==> src/design/lpg_pkg.sv <==
// Shared types and constants for the line pixel generator.
// No dependencies; imported by lpg_step, lpg_addr and the top level.
package lpg_pkg;

	localparam int PIX_W   = 12;
	localparam int ADDR_W  = 24;
	localparam int COLOR_W = 32;
	localparam int RW_W    = 13;

	localparam logic [RW_W-1:0] RW_RESET = 13'd640;

	localparam int OUT_DATA_W = 2*PIX_W + ADDR_W + COLOR_W;

	typedef enum logic {
		REQ_START = 1'b0,
		REQ_STEP  = 1'b1
	} req_t;

	// Control travelling alongside a pixel through the back stages
	typedef struct packed {
		logic valid;
		logic pixel_valid;
		logic last;
	} pix_ctl_t;

endpackage

==> src/design/lpg_skid.sv <==
// Input register with a one-entry skid buffer for the request stream.
// Depends on nothing but the stage-advance enable from the output side.
module lpg_skid #(
	parameter int W = 8
) (
	input  logic         clk,
	input  logic         arst_n,
	input  logic         en,
	input  logic         in_valid,
	output logic         in_ready,
	input  logic [W-1:0] in_data,
	output logic         valid_s1,
	output logic [W-1:0] data_s1
);

	logic         skid_valid_q;
	logic [W-1:0] skid_data_q;
	logic         accept;

	assign in_ready = !skid_valid_q;
	assign accept   = in_valid && in_ready;

	always_ff @(posedge clk or negedge arst_n) begin
		if (!arst_n) begin
			skid_valid_q <= 1'b0;
			valid_s1     <= 1'b0;
		end else if (en) begin
			skid_valid_q <= 1'b0;
			valid_s1     <= skid_valid_q || accept;
		end else if (accept) begin
			skid_valid_q <= 1'b1;
		end
	end

	always_ff @(posedge clk) begin
		if (en) begin
			data_s1 <= skid_valid_q ? skid_data_q : in_data;
		end
		if (!en && accept) begin
			skid_data_q <= in_data;
		end
	end

endmodule

==> src/design/lpg_step.sv <==
// Line state and single-pixel step: start set-up, error update, minor-axis step.
// Depends on lpg_pkg; feeds the address stage with one result per request.
module lpg_step #(
	parameter int CB = 12
) (
	input  logic                  clk,
	input  logic                  arst_n,
	input  logic                  en,
	input  logic                  item_valid,
	input  lpg_pkg::req_t         req_type,
	input  logic [CB-1:0]         start_x,
	input  logic [CB-1:0]         start_y,
	input  logic [CB-1:0]         end_x,
	input  logic [CB-1:0]         end_y,
	input  logic [lpg_pkg::COLOR_W-1:0] line_color,
	output lpg_pkg::pix_ctl_t     ctl_s2,
	output logic [CB-1:0]         x_s2,
	output logic [CB-1:0]         y_s2,
	output logic [lpg_pkg::COLOR_W-1:0] color_s2
);
	import lpg_pkg::*;

	logic [CB-1:0]      cur_x_q, cur_y_q, major_q, minor_q, steps_q;
	logic [CB:0]        err_q;
	logic               x_neg_q, y_neg_q, x_major_q, busy_q;
	logic [COLOR_W-1:0] color_q;

	// start set-up
	logic          x_pos, y_pos, st_x_major;
	logic [CB-1:0] adx, ady, st_major, st_minor;

	// step
	logic [CB+1:0] err_sum;
	logic          wrap;
	logic [CB+1:0] err_red;
	logic [CB-1:0] x_stepped, y_stepped, nx, ny, steps_nx;

	always_comb begin
		x_pos      = end_x > start_x;
		y_pos      = end_y > start_y;
		adx        = x_pos ? end_x - start_x : start_x - end_x;
		ady        = y_pos ? end_y - start_y : start_y - end_y;
		st_x_major = adx > ady;
		st_major   = st_x_major ? adx : ady;
		st_minor   = st_x_major ? ady : adx;

		err_sum   = (CB+2)'(err_q) + (CB+2)'(minor_q);
		wrap      = err_sum >= (CB+2)'(major_q);
		err_red   = wrap ? err_sum - (CB+2)'(major_q) : err_sum;
		x_stepped = x_neg_q ? cur_x_q - CB'(1) : cur_x_q + CB'(1);
		y_stepped = y_neg_q ? cur_y_q - CB'(1) : cur_y_q + CB'(1);
		if (x_major_q) begin
			nx = x_stepped;
			ny = wrap ? y_stepped : cur_y_q;
		end else begin
			ny = y_stepped;
			nx = wrap ? x_stepped : cur_x_q;
		end
		steps_nx = steps_q - CB'(1);
	end

	always_ff @(posedge clk or negedge arst_n) begin
		if (!arst_n) begin
			cur_x_q   <= '0;
			cur_y_q   <= '0;
			err_q     <= '0;
			major_q   <= '0;
			minor_q   <= '0;
			steps_q   <= '0;
			x_neg_q   <= 1'b0;
			y_neg_q   <= 1'b0;
			x_major_q <= 1'b0;
			busy_q    <= 1'b0;
			color_q   <= '0;
			ctl_s2    <= '0;
		end else if (en) begin
			ctl_s2.valid       <= item_valid;
			ctl_s2.pixel_valid <= 1'b0;
			ctl_s2.last        <= 1'b0;
			if (item_valid) begin
				unique case (req_type)
					REQ_START: begin
						x_neg_q            <= !x_pos;
						y_neg_q            <= !y_pos;
						x_major_q          <= st_x_major;
						major_q            <= st_major;
						minor_q            <= st_minor;
						err_q              <= (CB+1)'(st_major >> 1);
						steps_q            <= st_major;
						cur_x_q            <= start_x;
						cur_y_q            <= start_y;
						color_q            <= line_color;
						busy_q             <= st_major != '0;
						ctl_s2.pixel_valid <= 1'b1;
						ctl_s2.last        <= st_major == '0;
					end
					REQ_STEP: begin
						if (busy_q) begin
							err_q              <= err_red[CB:0];
							cur_x_q            <= nx;
							cur_y_q            <= ny;
							steps_q            <= steps_nx;
							busy_q             <= steps_nx != '0;
							ctl_s2.pixel_valid <= 1'b1;
							ctl_s2.last        <= steps_nx == '0;
						end
					end
					default: ;
				endcase
			end
		end
	end

	always_ff @(posedge clk) begin
		if (en) begin
			x_s2     <= '0;
			y_s2     <= '0;
			color_s2 <= '0;
			if (item_valid) begin
				if (req_type == REQ_START) begin
					x_s2     <= start_x;
					y_s2     <= start_y;
					color_s2 <= line_color;
				end else if (busy_q) begin
					x_s2     <= nx;
					y_s2     <= ny;
					color_s2 <= color_q;
				end
			end
		end
	end

`ifndef SYNTHESIS
	a_err_below_major: assert property (@(posedge clk) disable iff (!arst_n)
		busy_q |-> (err_q < (CB+1)'(major_q)))
		else $error("error term not below major length");
	a_minor_le_major: assert property (@(posedge clk) disable iff (!arst_n)
		busy_q |-> (minor_q <= major_q))
		else $error("minor length exceeds major length");
	a_busy_steps: assert property (@(posedge clk) disable iff (!arst_n)
		busy_q |-> (steps_q != '0))
		else $error("line busy with no steps left");
	a_last_idle: assert property (@(posedge clk) disable iff (!arst_n)
		(ctl_s2.valid && ctl_s2.last) |-> !busy_q)
		else $error("last pixel emitted while line still busy");
`endif

endmodule

==> src/design/lpg_addr.sv <==
// Frame-buffer address multiply-add and output register.
// Depends on lpg_pkg; produces the stage-advance enable for the whole pipe.
module lpg_addr #(
	parameter int CB = 12
) (
	input  logic                           clk,
	input  logic                           arst_n,
	output logic                           en,
	input  lpg_pkg::pix_ctl_t              ctl_s2,
	input  logic [CB-1:0]                  x_s2,
	input  logic [CB-1:0]                  y_s2,
	input  logic [lpg_pkg::COLOR_W-1:0]    color_s2,
	input  logic [lpg_pkg::RW_W-1:0]       row_width,
	output logic                           out_valid,
	input  logic                           out_ready,
	output logic [lpg_pkg::OUT_DATA_W-1:0] out_data,
	output logic                           out_user,
	output logic                           out_last
);
	import lpg_pkg::*;

	localparam int SUM_W = CB + RW_W + 1;

	logic [SUM_W-1:0] addr_full;

	assign en        = !out_valid || out_ready;
	assign addr_full = SUM_W'(y_s2) * SUM_W'(row_width) + SUM_W'(x_s2);

	always_ff @(posedge clk or negedge arst_n) begin
		if (!arst_n) begin
			out_valid <= 1'b0;
		end else if (en) begin
			out_valid <= ctl_s2.valid;
		end
	end

	always_ff @(posedge clk) begin
		if (en) begin
			out_user <= ctl_s2.pixel_valid;
			out_last <= ctl_s2.last;
			out_data <= {color_s2, ADDR_W'(addr_full), PIX_W'(y_s2), PIX_W'(x_s2)};
		end
	end

endmodule

==> src/design/line_pixel_generator.sv <==
// Line pixel generator top level: config register, input buffer, step and address stages.
// Depends on lpg_pkg, lpg_skid, lpg_step and lpg_addr.
//
// Bresenham line rasteriser. A start request (tuser 0) loads both endpoints and
// the colour and returns the first pixel; each step request (tuser 1) returns
// the next pixel, with tlast on the final endpoint. A step while no line is
// running returns a result with pixel_valid low and all fields zero. One
// request is taken and one result given every clock while the result side
// does not stall; each request passes through the input register, then the
// step stage, then the address stage output register, and a stall on the
// result side holds the pipe with one request held in the input skid buffer.
// The user must write row_width only while idle; the block does not enforce it.
module line_pixel_generator #(
	parameter int COORD_BITS = 12
) (
	input  logic clk,
	input  logic arst_n,
	// request stream
	input  logic s_axis_tvalid,
	output logic s_axis_tready,
	// tdata: start_x, start_y, end_x, end_y, line_color, zero padding
	input  logic [((4*COORD_BITS+lpg_pkg::COLOR_W+7)/8)*8-1:0] s_axis_tdata,
	// tuser: req_type
	input  logic s_axis_tuser,
	// pixel stream
	output logic m_axis_tvalid,
	input  logic m_axis_tready,
	// tdata: pixel_x, pixel_y, pixel_address, pixel_color
	output logic [lpg_pkg::OUT_DATA_W-1:0] m_axis_tdata,
	// tuser: pixel_valid
	output logic m_axis_tuser,
	output logic m_axis_tlast,
	// row_width write
	input  logic cfg_valid,
	output logic cfg_ready,
	input  logic [lpg_pkg::RW_W-1:0] cfg_data
);
	import lpg_pkg::*;

	localparam int IN_W = 1 + 4*COORD_BITS + COLOR_W;

	logic [RW_W-1:0]          row_width_q;
	logic                     en;
	logic                     valid_s1;
	logic [IN_W-1:0]          data_s1;
	pix_ctl_t                 ctl_s2;
	logic [COORD_BITS-1:0]    x_s2, y_s2;
	logic [COLOR_W-1:0]       color_s2;
	req_t                     req_s1;

	assign cfg_ready = 1'b1;

	always_ff @(posedge clk or negedge arst_n) begin
		if (!arst_n) begin
			row_width_q <= RW_RESET;
		end else if (cfg_valid && cfg_ready) begin
			row_width_q <= cfg_data;
		end
	end

	lpg_skid #(
		.W(IN_W)
	) u_skid (
		.clk     (clk),
		.arst_n  (arst_n),
		.en      (en),
		.in_valid(s_axis_tvalid),
		.in_ready(s_axis_tready),
		.in_data ({s_axis_tdata[4*COORD_BITS+COLOR_W-1:0], s_axis_tuser}),
		.valid_s1(valid_s1),
		.data_s1 (data_s1)
	);

	assign req_s1 = req_t'(data_s1[0]);

	lpg_step #(
		.CB(COORD_BITS)
	) u_step (
		.clk       (clk),
		.arst_n    (arst_n),
		.en        (en),
		.item_valid(valid_s1),
		.req_type  (req_s1),
		.start_x   (data_s1[1 +: COORD_BITS]),
		.start_y   (data_s1[1+COORD_BITS +: COORD_BITS]),
		.end_x     (data_s1[1+2*COORD_BITS +: COORD_BITS]),
		.end_y     (data_s1[1+3*COORD_BITS +: COORD_BITS]),
		.line_color(data_s1[1+4*COORD_BITS +: COLOR_W]),
		.ctl_s2    (ctl_s2),
		.x_s2      (x_s2),
		.y_s2      (y_s2),
		.color_s2  (color_s2)
	);

	lpg_addr #(
		.CB(COORD_BITS)
	) u_addr (
		.clk      (clk),
		.arst_n   (arst_n),
		.en       (en),
		.ctl_s2   (ctl_s2),
		.x_s2     (x_s2),
		.y_s2     (y_s2),
		.color_s2 (color_s2),
		.row_width(row_width_q),
		.out_valid(m_axis_tvalid),
		.out_ready(m_axis_tready),
		.out_data (m_axis_tdata),
		.out_user (m_axis_tuser),
		.out_last (m_axis_tlast)
	);

endmodule

==> config.mk <==
export PLATFORM = sky130hd
export DESIGN_NAME = line_pixel_generator
export DESIGN_NICKNAME = d
export VERILOG_FILES = /design/src/design/lpg_pkg.sv /design/src/design/lpg_skid.sv /design/src/design/lpg_step.sv /design/src/design/lpg_addr.sv /design/src/design/line_pixel_generator.sv
export SDC_FILE = /design/constraint.sdc
export NUM_CORES = 1
export LEC_CHECK = 0
export ABC_AREA = 1
export BUFFER_PORTS_ARGS = -buffer_cell sky130_fd_sc_hd__buf_2
export CORE_AREA = 2 2 229 231
export DETAILED_ROUTE_END_ITERATION = 7
export DIE_AREA = 0 0 231 233
export PLACE_DENSITY = 0.7
export SYNTH_ARGS = -nofsm -noshare
export SYNTH_HDL_FRONTEND = slang
export SYNTH_SLANG_ARGS = --single-unit
export TNS_END_PERCENT = 50
==> constraint.sdc <==
create_clock -name clk -period 38.6 [get_ports clk]
set_input_delay 7.72 -clock clk [delete_from_list [all_inputs] [get_ports clk]]
set_output_delay 7.72 -clock clk [all_outputs]
set_load 0.005 [all_outputs]
Yosys cells after proc, flatten, opt, wreduce, memory -nomap -nowiden
Index checks and enable logic that the tools add are counted.
- add/sub/neg operators: 12
- $mul: 1
- magnitude comparators: 4
- equal/unequal tests: 1
- multiplexer cells: 33
- bitwise gates (word level): 1
- reduce and logical (&&, ||, !) cells: 17
- operators with widths (operator ; number):
    $mux W12 ; 17
    $mux W81 ; 1
    $pmux W12 S2 ; 3
    $mux W32 ; 2
    $sub A12 B12 Y12 ; 4
    $gt A12 B12 Y1 ; 3
    $sub A12 B1 Y12 const B ; 3
    $mux W13 ; 2
    $pmux W13 S2 ; 1
    $add A12 B1 Y12 const B ; 2
    $add A24 B12 Y24 ; 1
    $logic_not A12 Y1 ; 2
    $mul A12 B13 Y24 ; 1
    $reduce_bool A12 Y1 ; 2
    $add A13 B12 Y14 ; 1
    $ge A14 B12 Y1 ; 1
    $sub A13 B12 Y13 ; 1
    $reduce_and A3 Y1 ; 2
    $logic_not A1 Y1 ; 5
    $mux W2 ; 2
    $pmux W2 S2 ; 1
    $mux W1 ; 3
    $logic_and A1 B1 Y1 ; 2
    $logic_or A1 B1 Y1 ; 2
    5 further kinds ; 5
- register bits: 428
- bits of input ports: 99
- output and inout port bits: 85
- word-level logic and storage cells: 95

Longest topological paths before layout
- depth in word-level cells: 7
- depth in mapped cells: 32
- gate-level depth less buffers: 31

Cells and area by module
From an unflattened synthesis, not the netlist that was laid out.
- cells, all modules: 3397
- area, all modules: 28523.6 µm²
- by module, submodules not included (module ; times used ; cells each ; area each (µm²) ; seq. area each (µm²)):
    lpg_step ; 1 ; 1922 ; 13370.3 ; 4484.3
    lpg_addr ; 1 ; 985 ; 8658.3 ; 2487.4
    lpg_skid ; 1 ; 433 ; 5987.0 ; 4914.7
    line_pixel_generator ; 1 ; 57 ; 508.0 ; 327.8

Worst setup path before layout
OpenSTA, ideal clock, no wires.
- path type: in2reg
- from: in m_axis_tready
- to: reg u_skid.skid_data_q[0], enable pin
- library setup time: 1.529 ns
- data arrival time: 18.599 ns
- data required time: 37.071 ns
- slack: 18.471 ns
- cell stages on the path: 3
- buffers on the path: 0
- cell sequence: nor2_1 inv_1 nor3_1
- word-level cells in the longest chain between the ends: 3
- RTL lines (item ; line ; RTL):
    start: declaration ; line_pixel_generator.sv:27 ; input logic m_axis_tready,
    $logic_or A1 B1 Y1 ; lpg_addr.sv:26 ; assign en = !out_valid || out_ready;
    $logic_not A1 Y1 ; lpg_skid.sv:39 ; if (!en && accept) begin
    $logic_and A1 B1 Y1 ; lpg_skid.sv:39 ;
    end signal: assignment ; lpg_skid.sv:40 ; skid_data_q <= in_data;
    end: declaration ; lpg_skid.sv:17 ; logic [W-1:0] skid_data_q;
No other way between the ends.
A chain may end at the register's enable or synchronous reset.

Final worst setup path
- from: in m_axis_tready
- to: reg u_skid.skid_data_q[34], enable pin
Same word-level chain as after synthesis.

==> impl_metrics.toml <==
[global_route]
grt_max_degree = 110
antenna_found_initial = 1
grt_overflow = 0
grt_usage_pct = 25.6
grt_pass1_wl_um = 109000
grt_pass1_vias = 21200

[logic_synthesis]
yosysSeqAreaShare_pct = 43.7
synth.avg_cell_area_um2 = 8.75
yosysTopAreaCellShare_pct = 32.2
ys_warn_count = 0
synth_nets = 3593
yosys_register_bits = 428
ys_types = 54
syn_area_um2 = 27900
syn_inst = 3194
synth_area_leaders = "edfxtp_1, nand2_1, dfrtp_1"
synth_top_cell_by_area = "edfxtp_1"

[sta]
fin_worst_skew_ns = 0.0217
setup_viol = 0
rsz0062_at_grt = "false"
max_clock_freq_ghz = 0.0950
drv_slew = 0
hold_viol_final = 0
period_needed_ns = 10.53
post-route-period-util_pct = 27.3
hold_slack_ns = 0.416
worstMarginPinSlew_ns = 1.16
relSlewSlack_pct = 22.7
setup_tns_ns = 0

[worst_hold_path]
min_path_type = "register to register"

[clocking]
insertion_delay_ns = 0.60
hold_buffers = 0
htreeDepth = 2
clkTransAtPathRegs_ns = 0.06
postCtsSetupBuffers = 0
clock_path_buffers = 3
post_cts_resized = 0
clock_sinks = 428
cts-root-buf = "clkbuf_16"
cts_tree = "built"
cts_made_buffers = 47

[final_layout]
fin_nets = 3739
synthToLayoutAreaGrowth_pct = 10.6
n_antenna_cell = 0
final_common_cell = "nand2_1"
drive_gt1_share_pct = 10.6
final_cells = 4059
layout_common_cells = "nand2_1, inv_1, edfxtp_1"
nFillCells = 4497

[detailed_routing]
antenna_left = 0
vias = 21500
wl_um = 67800
drc_errors = 0
met1Wirelength_um = 29600
viasPerCell = 5.29
first_iter_violations = 1635
routedWlPerCell_um = 16.7
top_layer_used = "met4"
wl_met2_um = 32100
wl_met3_um = 3870
drt_first_pass_iters = 6

[worst_setup_path]
end_kind = "register"
cp.required_ns = 38.82
startpoint_type = "input port"
worstPathMaxFanout = 109
critPathKind = "input port to register"
critPathArrivalTime_ns = 10.75
rrSetupSlack_ns = 32.88

[placed_design]
dp_cells = 3971
port_buffers = 182
gp_congestion = 0.916
dp_hpwl_um = 50600

[die]
die_w_um = 231
die_h_um = 233
initial_core_util_pct = 54.7
dieArea_um2 = 53800
pin_count = 184
core-area_um2 = 51100
fp-row-count = 83

[job]
drv_cap = 0

[status]
status = "complete, no violations"
==> cell type report <==
class | instances | area, um2 | share of cell area, %
inverters | 529 | 1990 | 6.45
repair buffers | 197 | 1030 | 3.33
flip-flops and latches | 428 | 12200 | 39.5
clock buffers | 60 | 1270 | 4.10
clock inverters | 28 | 246 | 0.798
well taps | 680 | 851 | 2.75
multi-input cells | 2137 | 13300 | 43.0
==> per-layer routing <==
layer  vias up  track usage [%]
met5         -                0
met4         0             8.85
met3       135             3.38
met2       650             42.8
met1     10300             34.6
li1      10400                -
==> cell families after synthesis <==
kind of cell,after synthesis,synth area share (%)
AO/OA/AOI/OAI,290,5.93
XOR/XNOR,81,2.61
adder cells (fa/ha/maj),300,16.9
buffers and inverters,629,8.71
flip-flops,428,43.7
multiplexers,13,0.524
other,1,0.0134
AND/OR/NAND/NOR,1452,21.6
==> critical path, stage by stage <==
cell and delay (ns):
buf_2 0.10, nor2_1 0.66, inv_8 0.40, nor3_2 0.86, buf_4 0.79
==> cell usage after synthesis, drive strengths merged <==
| cell type | n |
|---|---|
| xnor2 | 29 |
| a22oi | 7 |
| o211ai | 7 |
| nand3 | 145 |
| o21ai | 70 |
| inv | 528 |
| nor2 | 83 |
| a21oi | 154 |
| a31oi | 9 |
| nor4 | 3 |
| dfrtp | 126 |
| nand4 | 37 |
| a2bb2oi | 11 |
| clkbuf | 74 |
| a21o | 13 |
| mux2 | 13 |
| nor3b | 1 |
| and2 | 3 |
| ha | 172 |
| edfxtp | 300 |
| nor3 | 12 |
| clkinv | 1 |
| nand2 | 1161 |
| fa | 128 |
| dfstp | 2 |
| o21bai | 8 |
| conb | 1 |
| xor2 | 52 |
| or2 | 4 |
| o22ai | 1 |
| o221ai | 7 |
| nand3b | 3 |
| buf | 26 |
| a21boi | 3 |
==> sequential cells by signal, summed over array words and instances (netlist names), 13 cells and up <==
signal and cells:
u_skid.skid_data_q 81, u_step.color_q 32, row_width_q 13, u_addr.out_data 80, u_step.err_q 13, u_skid.data_s1 81, u_step.color_s2 32
==> final timing paths <==
path | start | endpoint | depth (start not counted)
max | m_axis_tready | u_skid.skid_data_q[34]$_DFFE_PP_ | 5
min | u_step.color_s2[1]$_SDFFCE_PN0N_ | u_addr.out_data[49]$_DFFE_PN_ | 0
max reg2reg | u_step.y_s2[0]$_SDFFCE_PN0N_ | u_addr.out_data[45]$_DFFE_PN_ | 22
min reg2reg | u_step.color_s2[1]$_SDFFCE_PN0N_ | u_addr.out_data[49]$_DFFE_PN_ | 0
max in group asynchronous | arst_n | u_skid.skid_valid_q$_DFFE_PN0P_ | 2
min in group asynchronous | arst_n | u_step.cur_x_q[3]$_DFFE_PN0P_ | 1
==> metrics by stage <==
step / util [%] / cell area, um2 / setup WS, ns
finish: 60.5 / 30900 / 28.07
global route: 60.5 / 30900 / 27.84
CTS: 60.5 / 30900 / 28.11
detailed placement: 57.5 / 29400 / 27.48
global placement: 57.5 / 29400 / 27.61
floorplan: - / 27900 / 18.47
Power is left out: the tool's default activity adds up to more than one toggle a clock period on the data nets, which glitch-free logic cannot reach.
